--- src/rtl/core/sliding_window_minimum_core_assert.svh ---
// Assertion macros for the sliding window minimum core.
`ifndef SLIDING_WINDOW_MINIMUM_CORE_ASSERT_SVH
`define SLIDING_WINDOW_MINIMUM_CORE_ASSERT_SVH

// Checks that the consequent holds in the same cycle as the antecedent.
`define SWM_ASSERT_NOW(label, ante, cons, msg) \
    label: assert property (@(posedge i_clk) disable iff (!i_rst_n) (ante) |-> (cons)) \
        else $error(msg);

// Checks that the consequent holds in the cycle after the antecedent.
`define SWM_ASSERT_NEXT(label, ante, cons, msg) \
    label: assert property (@(posedge i_clk) disable iff (!i_rst_n) (ante) |=> (cons)) \
        else $error(msg);

`endif

--- src/rtl/core/swm_pkg.sv ---
// Shared constants and types of the sliding window minimum core.
package swm_pkg;

    // Width of the window length register and its value after reset.
    localparam int CFG_W = 7;
    localparam logic [CFG_W-1:0] WINDOW_LEN_RESET = 7'd1;

    // Controls broadcast from the top level to every cell of the row.
    typedef struct packed {
        logic step;   // an item is accepted this cycle
        logic start;  // the item opens a new stream
        logic drop;   // the front entry leaves the window
    } t_cell_ctrl;

endpackage

--- src/rtl/core/swm_cell.sv ---
// One cell of the deque row: holds a single (position, value) entry.
module swm_cell #(
    parameter int SAMPLE_WIDTH = 32,
    parameter int POS_W        = 7
) (
    input  logic                           i_clk,
    input  logic                           i_rst_n,
    input  swm_pkg::t_cell_ctrl            i_ctrl,
    input  logic signed [SAMPLE_WIDTH-1:0] i_sample,
    input  logic [POS_W-1:0]               i_sample_pos,
    input  logic                           i_left_keep,
    input  logic                           i_right_valid,
    input  logic signed [SAMPLE_WIDTH-1:0] i_right_value,
    input  logic [POS_W-1:0]               i_right_pos,
    output logic                           o_valid,
    output logic                           o_keep,
    output logic                           o_post_valid,
    output logic signed [SAMPLE_WIDTH-1:0] o_post_value,
    output logic [POS_W-1:0]               o_post_pos
);

    logic                           r_valid;
    logic signed [SAMPLE_WIDTH-1:0] r_value;
    logic [POS_W-1:0]               r_pos;
    logic                           n_valid;
    logic signed [SAMPLE_WIDTH-1:0] n_value;
    logic [POS_W-1:0]               n_pos;
    logic                           kill;
    logic                           append;

    // The entry is popped when the stream restarts or the new sample is smaller.
    // Because the row is ordered, popped entries always form a tail.
    assign kill   = i_ctrl.start || (r_valid && (r_value > i_sample));
    assign o_keep = r_valid && !kill;

    // The new sample lands in the first free cell behind the kept entries.
    assign append = !o_keep && i_left_keep;

    // Contents after pop and append, handed to the left neighbor.
    always_comb begin
        if (o_keep) begin
            o_post_valid = 1'b1;
            o_post_value = r_value;
            o_post_pos   = r_pos;
        end else if (append) begin
            o_post_valid = 1'b1;
            o_post_value = i_sample;
            o_post_pos   = i_sample_pos;
        end else begin
            o_post_valid = 1'b0;
            o_post_value = r_value;
            o_post_pos   = r_pos;
        end
    end

    // When the front leaves the window, every cell takes its right neighbor's entry.
    always_comb begin
        if (i_ctrl.drop) begin
            n_valid = i_right_valid;
            n_value = i_right_value;
            n_pos   = i_right_pos;
        end else begin
            n_valid = o_post_valid;
            n_value = o_post_value;
            n_pos   = o_post_pos;
        end
    end

    // Valid flag is control state; the entry payload needs no reset.
    always_ff @(posedge i_clk) begin
        if (!i_rst_n) begin
            r_valid <= 1'b0;
        end else if (i_ctrl.step) begin
            r_valid <= n_valid;
        end
    end

    always_ff @(posedge i_clk) begin
        if (i_ctrl.step) begin
            r_value <= n_value;
            r_pos   <= n_pos;
        end
    end

    assign o_valid = r_valid;

endmodule

--- config.mk ---
export PLATFORM = sky130hd
export DESIGN_NAME = swm_cell
export DESIGN_NICKNAME = d
export VERILOG_FILES = /design/src/rtl/core/sliding_window_minimum_core_assert.svh /design/src/rtl/core/swm_pkg.sv /design/src/rtl/core/swm_cell.sv
export SDC_FILE = /design/constraint.sdc
export NUM_CORES = 1
export LEC_CHECK = 0
export BUFFER_PORTS_ARGS = -buffer_cell sky130_fd_sc_hd__clkbuf_2
export CELL_PAD_IN_SITES_DETAIL_PLACEMENT = 1
export CELL_PAD_IN_SITES_GLOBAL_PLACEMENT = 1
export CORE_AREA = 2 2 142 75
export DETAILED_ROUTE_END_ITERATION = 10
export DIE_AREA = 0 0 144 77
export GPL_TIMING_DRIVEN = 0
export PLACE_DENSITY = 0.88
export SLEW_MARGIN = 20
export SYNTH_ARGS = -nofsm -noshare
export SYNTH_HDL_FRONTEND = slang
export SYNTH_SLANG_ARGS = --single-unit
--- constraint.sdc ---
create_clock -name i_clk -period 3.8 [get_ports i_clk]
set_clock_uncertainty 0.15 [all_clocks]
set_input_delay 0.19 -clock i_clk [delete_from_list [all_inputs] [get_ports i_clk]]
set_output_delay 0.19 -clock i_clk [all_outputs]
set_load 0.05 [all_outputs]
==> results of run 1 <==
==> cell usage after synthesis (4+ instances only) <==
cell type | count | area share [%]
a21oi_1 | 13 | 1.8
clkbuf_1 | 25 | 2.6
edfxtp_1 | 39 | 32
ha_1 | 32 | 11
inv_1 | 36 | 3.7
mux2_1 | 20 | 6.2
mux2_2 | 18 | 5.5
nand2_1 | 85 | 8.7
nand3_1 | 4 | 0.55
nand4_1 | 8 | 1.4
o2111ai_1 | 39 | 9.3
o211ai_1 | 40 | 8.2
==> through the flow <==
| stage | hold slack [ns] | power (W) | util, % |
|---|---|---|---|
| floorplan | 0.152 | 0.00101 | - |
| global placement | 0.250 | 0.00119 | 45.2 |
| detailed placement | 0.263 | 0.00121 | 45.2 |
| CTS | 0.0566 | 0.00163 | 46.7 |
| global route | 0.0720 | 0.00171 | 46.8 |
| finish | 0.0577 | 0.00162 | 46.8 |
==> cell type report <==
type | instances | share of cell area (%)
Clock inverter | 1 | 0.0813
Clock buffer | 7 | 2.87
Tap cell | 140 | 3.79
Buffer | 34 | 3.41
Timing Repair Buffer | 126 | 13.8
Multi-Input combinational cell | 292 | 47.3
Sequential cell | 40 | 25.8
Inverter | 37 | 3.01
==> power by group through the flow <==
stage	Sequential [W]	Clock (W)	Combinational [W]
global placement	0.000572	0	0.000614
detailed placement	0.000574	0	0.000638
CTS	0.000565	0.000420	0.000642
global route	0.000571	0.000441	0.000696
floorplan	0.000563	0	0.000444
finish	0.000567	0.000409	0.000642
==> flip-flops by register name, summed over array words and instances, names as in the netlist <==
signal / cells
r_value: 32
o_valid: 1
r_pos: 7
==> worst max-delay path by stage <==
stage | from | to
2_1_floorplan | r_value[14] | o_post_value[11]
3_3_place_gp | r_value[14] | o_post_value[0]
5_1_grt | r_value[14] | o_post_value[0]
6_report | r_value[31] | o_post_value[14]
4_1_cts | r_value[14] | o_post_value[0]
3_5_place_dp | r_value[14] | o_post_value[0]
==> cells by family after synthesis <==
family	share of synthesized area [%]
multiplexers	12.4
buffers and inverters	8.11
AO/OA/AOI/OAI	22.8
adder cells (fa/ha/maj)	10.9
flip-flops	32.6
AND/OR/NAND/NOR	13.2
==> worst reg2reg max path, stage by stage (launching register included) <==
cell	delay, ns
edfxtp_1	0.43
ha_1	0.35
nand4_1	0.22
nor3_2	0.29
a21boi_1	0.26
nor4_2	0.08
a21oi_2	0.31
o21a_1	0.21
clkbuf_1	0.44
o211ai_1	0.19
==> routing by layer <==
layer  vias to the layer above  part of all wire (%)  routed length [um]  track usage (%)
met5                         -                     0                   0                0
met4                         0                  0.74                  92             4.12
met3                         8                   7.3                 916             4.06
met2                       164                    43                5340             35.6
met1                      1758                    49                6130             34.1
li1                       1796                     -                   -                -
==> what timing repair did <==
item,4_1_cts,5_1_grt
hold endpoints to repair,1,0
setup endpoints to repair,0,23
resized for setup,0,3
hold buffers,1,0
==> results, run 1 <==
- The post-synthesis cell count is between 400 and 500.
- The count of buffer and inverter cells on the critical path is 3.
- The placement-stage cell area is ~4500 um2.
- The cell with the biggest individual delay on the critical path is edfxtp_1.
- The first global-routing pass estimated 20.1 mm of wire.
- The overflow left after global routing is 0.
- The critical path is of the reg2out type.
- Leaving out fill and tap cells, the most frequent cell in the layout is clkbuf_2.
- The total power density per cell area is 350 nW/um2.
- The cell type group with the largest total delay on the critical path is simple AND/OR/NAND/NOR gates.
- The sequential fraction of the synthesis area is about 33%.
- For this run, asynchronously set or reset flops after synthesis account for 0%.
- Counting stages on the worst path, the most repeated cell is buf_6.
- Setup slack closes at just under 0.2 ns.
- The clock period minus final worst setup slack is roughly 3.6 ns.
- The width of the die is roughly 140 um.
- The count of nets left with antenna violations once routing finished came out at 0.
- The count of unresolved DRC violations after routing is 0.
- The length in cells of the worst reg-to-reg path is 9.
- The sequential group share of total power is between 30% and 40%.
- The net switching component of the power is about 0.00064 W.
- The number of global-route vias before repair is 3835.
- For this design, the sink count on the clock tree is 40.
- The die footprint is approximately 11000 um2.
- Compared with the post-synthesis result, the final layout area differs by 26.2%.
- The proportion of layout cells with a drive suffix above 1 is between 30% and 40%.
- The synthesized netlist contains 38 unique library cells.
- The vertical die dimension is 77 um.
- The violation count after the first detailed-route iteration is between 100 and 150.
- Headroom to the max-slew limit came out at a little under a third.
- Net switching is between 30% and 40% of the power.
- The number of filler instances in the final layout is approximately 1200.
- The path category of the worst min-delay check is in2reg.
- The wire length per cell after detailed routing is about 18 um.
- Synthesis produced a netlist with a net count of 520.
- The capturing element type of the critical path is a primary output.
- Of all nets on the critical path, the largest fanout is 10.
- The number of max-cap violations is 0.
- The worst slack at placement is 0.380 ns.
- The number of vias per cell is ~5.5.
- The worst supply voltage drop on vdd is approximately 0.16 mV.
- After clock tree synthesis, the setup repair step added 0 buffers.
- Data on the critical path is required at its endpoint by around 3.5 ns.
- During synthesis, Yosys emitted a total of 0 warnings.
- The antenna diode count is 0.
- For this design the top-level I/O count stands at about 130.
- Across the whole layout, storage elements account for roughly 1200 um2.
- The most used flip-flop cell after synthesis is edfxtp_1.
- At the end of routability-driven placement, the weighted congestion stood at 0.800.
- The leakage power total is around 2 nW.
- The synthesized design contains 39 enable-type register cells.
- Walking the worst path, the cells encountered are ha_1 -> nand4_1 -> nor3_1 -> nand2_1 -> and3_4 -> o311a_4 -> o21ai_2 -> buf_6 -> buf_6 -> mux2_1 -> clkbuf_2.
- The maximum cell stage delay along the critical path is 0.45 ns.
- Setup repair after global routing left no endpoint under its margin.
- STA classifies the critical path startpoint as a flop.
- The number of max-slew violations in the final report was 0.
- The combinational fraction of design power is approximately two fifths.
- In this run the deepest clock path goes through 2 buffers.
- The number of detailed-routing iterations run before antenna repair is 4.
- The mapped netlist covers between 3000 and 4000 um2.
- The worst flop-to-flop path startpoint is r_value[14].
- In this run the core area contains 26 standard-cell rows.
- The number of flip-flops and latches in the synthesized netlist is 40.
- The number of hold-slack violations in the final timing report is 0.
- After detailed routing, the total wire length is 12.5 mm.
- For the pin with the worst max-slew slack, the measured transition is about 1 ns.
- Data arrives at the worst endpoint at between 3 and 4 ns.
- The clock network burns between 20% and 30% of the power.
- The share of the clock period used by the worst path is a little over nine tenths.
- The final layout contains ~650 nets.
- The logic depth of the worst setup path including buffers is 11.
- The internal portion of the total power is slightly below 0.001 W.
- The final instance area is ~4600 um2.
- The final cell count without fillers is a little under 700.
- The worst reg2reg path endpoint is r_value[7].
- The detailed router placed about 3700 vias in this run.
- The worst hold path begins at i_right_value[14].
- The clock-pin slew reported for the worst setup and hold paths after clock tree synthesis is 0.06 ns.
- The total area inside the core boundary comes to a little under 10000 um2.
- In the layout the commonest cells are clkbuf_2 (124), nand2_1 (85), o211ai_1 (40).
- Counting tap cells, the placed design contains a total of between 600 and 700 instances.
- The initial utilization of the core area, before any placement, comes to between 30% and 40%.
- The final setup TNS is 0 ns.
- The worst setup slack for register-to-register paths is a little under 0.6 ns.
- Setup violations remaining at the end of the flow were counted as 0.
- Detailed placement ended at an HPWL of just under 10 mm.
- The number of input and output port buffers inserted is between 100 and 150.
- The number of buffers added by the clock tree synthesis step is 5.
- Entering global routing, the biggest net connects 43 pins.
- The run finished with clean final reports.
- The area of combinational cells with multiple inputs is between 2000 and 2500 um2.
- TritonCTS built the clock tree.
- The worst hold path terminates at r_value[14].
- The count of H-tree levels built during CTS is 2.
- The number of antenna violations at the first check in global routing came to 0.
- Based on the critical path, the design can be clocked at up to 278 MHz.
- The all-layer global routing usage is roughly 23%.
- The number of stages on the worst hold path is 3.
- Dividing the synthesized area by the synthesized cell count gives just over 9 um2.
- The clock latency reported for the late side of the worst-skew pair is 0.28 ns.
- CTS placed an instance of clkbuf_16 at the clock tree root.
Power figures use the tool's default switching activity.
==> run 2: changes to the inputs <==
PLACE_DENSITY = 0.92   (was 0.88)
==> run 2 against run 1 <==
Against the previous run:
- non-clock buffer count increased by 4
- sequential power about the same
- wire length increased by 1.0%
- fmax decreased by 2.8%
- critical endpoint unchanged
- utilization increased by 0.25 points
==> results, run 2 (synthesis results as in run 1) <==
- After detailed routing, the number of vias per cell comes to 5.68.
- The library cell used most frequently in the layout, excluding fill and tap cells, is clkbuf_2.
- The first global-routing pass estimated 19.8 mm of wire.
- After detailed routing, the average wire length per cell comes to 18.5 um.
- The overflow left after global routing is 0.
- Static timing analysis puts the maximum clock frequency at approximately 270 MHz.
- The tightest slew margin relative to the limit is between 30% and 40%.
- Dividing total power by cell area gives a power density of 352 nW/um2.
- The number of global-route vias before repair was ~4000.
- Data on the critical path is required at its endpoint by between 3 and 4 ns.
- Before CTS, the worst setup slack after placement is approximately 0.38 ns.
- The worst flop-to-flop path startpoint is r_value[14].
- The clock sink count is 40.
- The analysis attributes to cell leakage a power of about 2 nW.
- The run finished with clean final reports.
- The register with the most flip-flops is r_value.
- The number of max-slew violations in the final report is 0.
- The arrival time of data at the critical path endpoint is 3.37 ns.
- For this configuration, the core starts out at a cell density of 37.1%.
- The number of rows created at floorplan is 26.
- The antenna diode count is 0.
- The clock period minus final worst setup slack is ~3.7 ns.
- The flip-flop count of the largest register, all copies and words added is 32.
- In this run, the number of DRC markers left after iteration 0 of detailed routing was between 150 and 200.
- The growth of design area from synthesis to finish is 26.9%.
- The number of filler instances in the final layout is 1230.
- The number of max-cap violations is 0.
- The final estimated routing congestion in global placement is ~0.82.
- Once placement finished, the instance area stood at about 4500 um2.
- Setup violations remaining at the end of the flow were counted as 0.
- The clock passes through at most 2 buffers.
- The floorplan step set the die width to about 140 um.
- The slack of the critical path is between 0.09 and 0.1 ns.
- The largest net degree at the start of global routing is 43.
- The clock tree root buffer cell is clkbuf_16.
- The post-route netlist has 30.5% of its cells at a drive strength greater than 1.
- The worst reg2reg path endpoint is r_value[13].
- The length in cells of the worst reg-to-reg path is 10.
- The total length of routed wires is around 13 mm.
- Across the VDD grid, the largest voltage drop is roughly 0.16 mV.
- The maximum net fanout on the critical path is 10.
- The HPWL after detailed placement is just under 10 mm.
- The count of buffers added on input and output ports is roughly 130.
- The count of H-tree levels built during CTS is 2.
- The number of hold-slack violations in the final timing report was 0.
- Setup repair after global routing could not meet its margin everywhere.
- The die covers roughly 11000 um2.
- In the finished design, the share of the clock period the worst path needs comes to around 100%.
- The number of antenna violations at the first check in global routing came to 0.
- The clock-pin slew reported for the worst setup and hold paths after clock tree synthesis is ~0.060 ns.
- The post-layout net count is 657.
- The count of unresolved DRC violations after routing is 0.
- The final instance area is 4640 um2.
- The remaining antenna violation count is 0.
- The vertical die dimension is 77 um.
- At the pin with the least slew margin, the transition time is slightly above 1 ns.
- The number of buffers added by the clock tree synthesis step is 5.
- The all-layer global routing usage is 22.4%.
- The clock reaches the later pin of the worst-skew pair after approximately 0.28 ns.
- The detailed router placed roughly 3900 vias in this run.
- The worst hold path belongs to the class in2reg.
- The critical path is of the reg2out type.
- The CTS tree is done.
- The number of detailed-routing iterations run before antenna repair is 4.
- The floorplan step defined a core boundary enclosing between 9000 and 10000 um2.
- The worst setup slack for register-to-register paths is 0.58 ns.
- In the layout the commonest cells are clkbuf_2 (124), nand2_1 (85), o211ai_1 (40).
- The number of top-level pins is 127.
- At the end of the flow the core is filled with cells to 47.1%.
- STA classifies the critical path startpoint as a flop.
- The worst setup path is captured at a primary output.
- The timing endpoint of the critical path is o_post_value[14].
- The timing startpoint of the critical path is r_value[14].
==> run 2: power breakdown <==
part | switching [W] | internal, W
Sequential | 0.0000313 | 0.000534
Clock | 0.000176 | 0.000245
Combinational | 0.000440 | 0.000209
==> run 2: area by class of cell <==
class	instances	area (um2)	area share (%)
timing repair buffer	130	666	14.3
multi-input combinational	292	2180	46.9
tap	140	175	3.77
clock buffer	8	136	2.94
inverter	37	139	2.99
sequential	40	1190	25.7
buffer	34	158	3.40
==> run 2: what timing repair did <==
action | CTS | global route
setup buffers | 0 | 4
endpoints found under the setup margin | 0 | 21
endpoints found under the hold margin | 1 | 0
gates resized for setup | 0 | 1
hold buffers | 1 | 0
==> run 2: worst max-delay path: stages (launching register included) <==
cell and delay [ns]:
edfxtp_1 0.43, ha_1 0.34, a21oi_1 0.19, nand2_1 0.07, a211o_1 0.28, nor4_1 0.43, a21oi_2 0.18, o21ai_2 0.19
buf_6 0.18, buf_6 0.17, mux2_1 0.35, clkbuf_2 0.25
==> run 2: per-stage QoR <==
stage          instances  power, W  setup TNS (ns)  hold WS (ns)
2_1_floorplan        403   0.00101               0         0.152
3_3_place_gp         668   0.00118               0         0.266
3_5_place_dp         668   0.00121               0         0.270
4_1_cts              677   0.00163               0        0.0492
5_1_grt              681   0.00171         -0.0267        0.0569
6_report             681   0.00164               0        0.0582
==> run 2: worst min path at each step <==
stage / start / end / slack [ns] / cells past startpoint
global placement: i_rst_n / o_valid / 0.27 / 3
global route: i_right_value[29] / r_value[29] / 0.06 / 3
finish: i_right_value[29] / r_value[29] / 0.06 / 3
detailed placement: i_rst_n / o_valid / 0.27 / 3
CTS: i_right_value[29] / r_value[29] / 0.05 / 3
floorplan: i_ctrl[2] / r_pos[0] / 0.15 / 0
==> run 2: metal layers <==
layer | vias up | track usage, % | part of all wire, %
met5 | - | 0 | 0
met4 | 0 | 3.63 | 0.59
met3 | 7 | 4.81 | 7.4
met2 | 181 | 35.5 | 44
met1 | 1876 | 31.9 | 49
li1 | 1803 | - | -
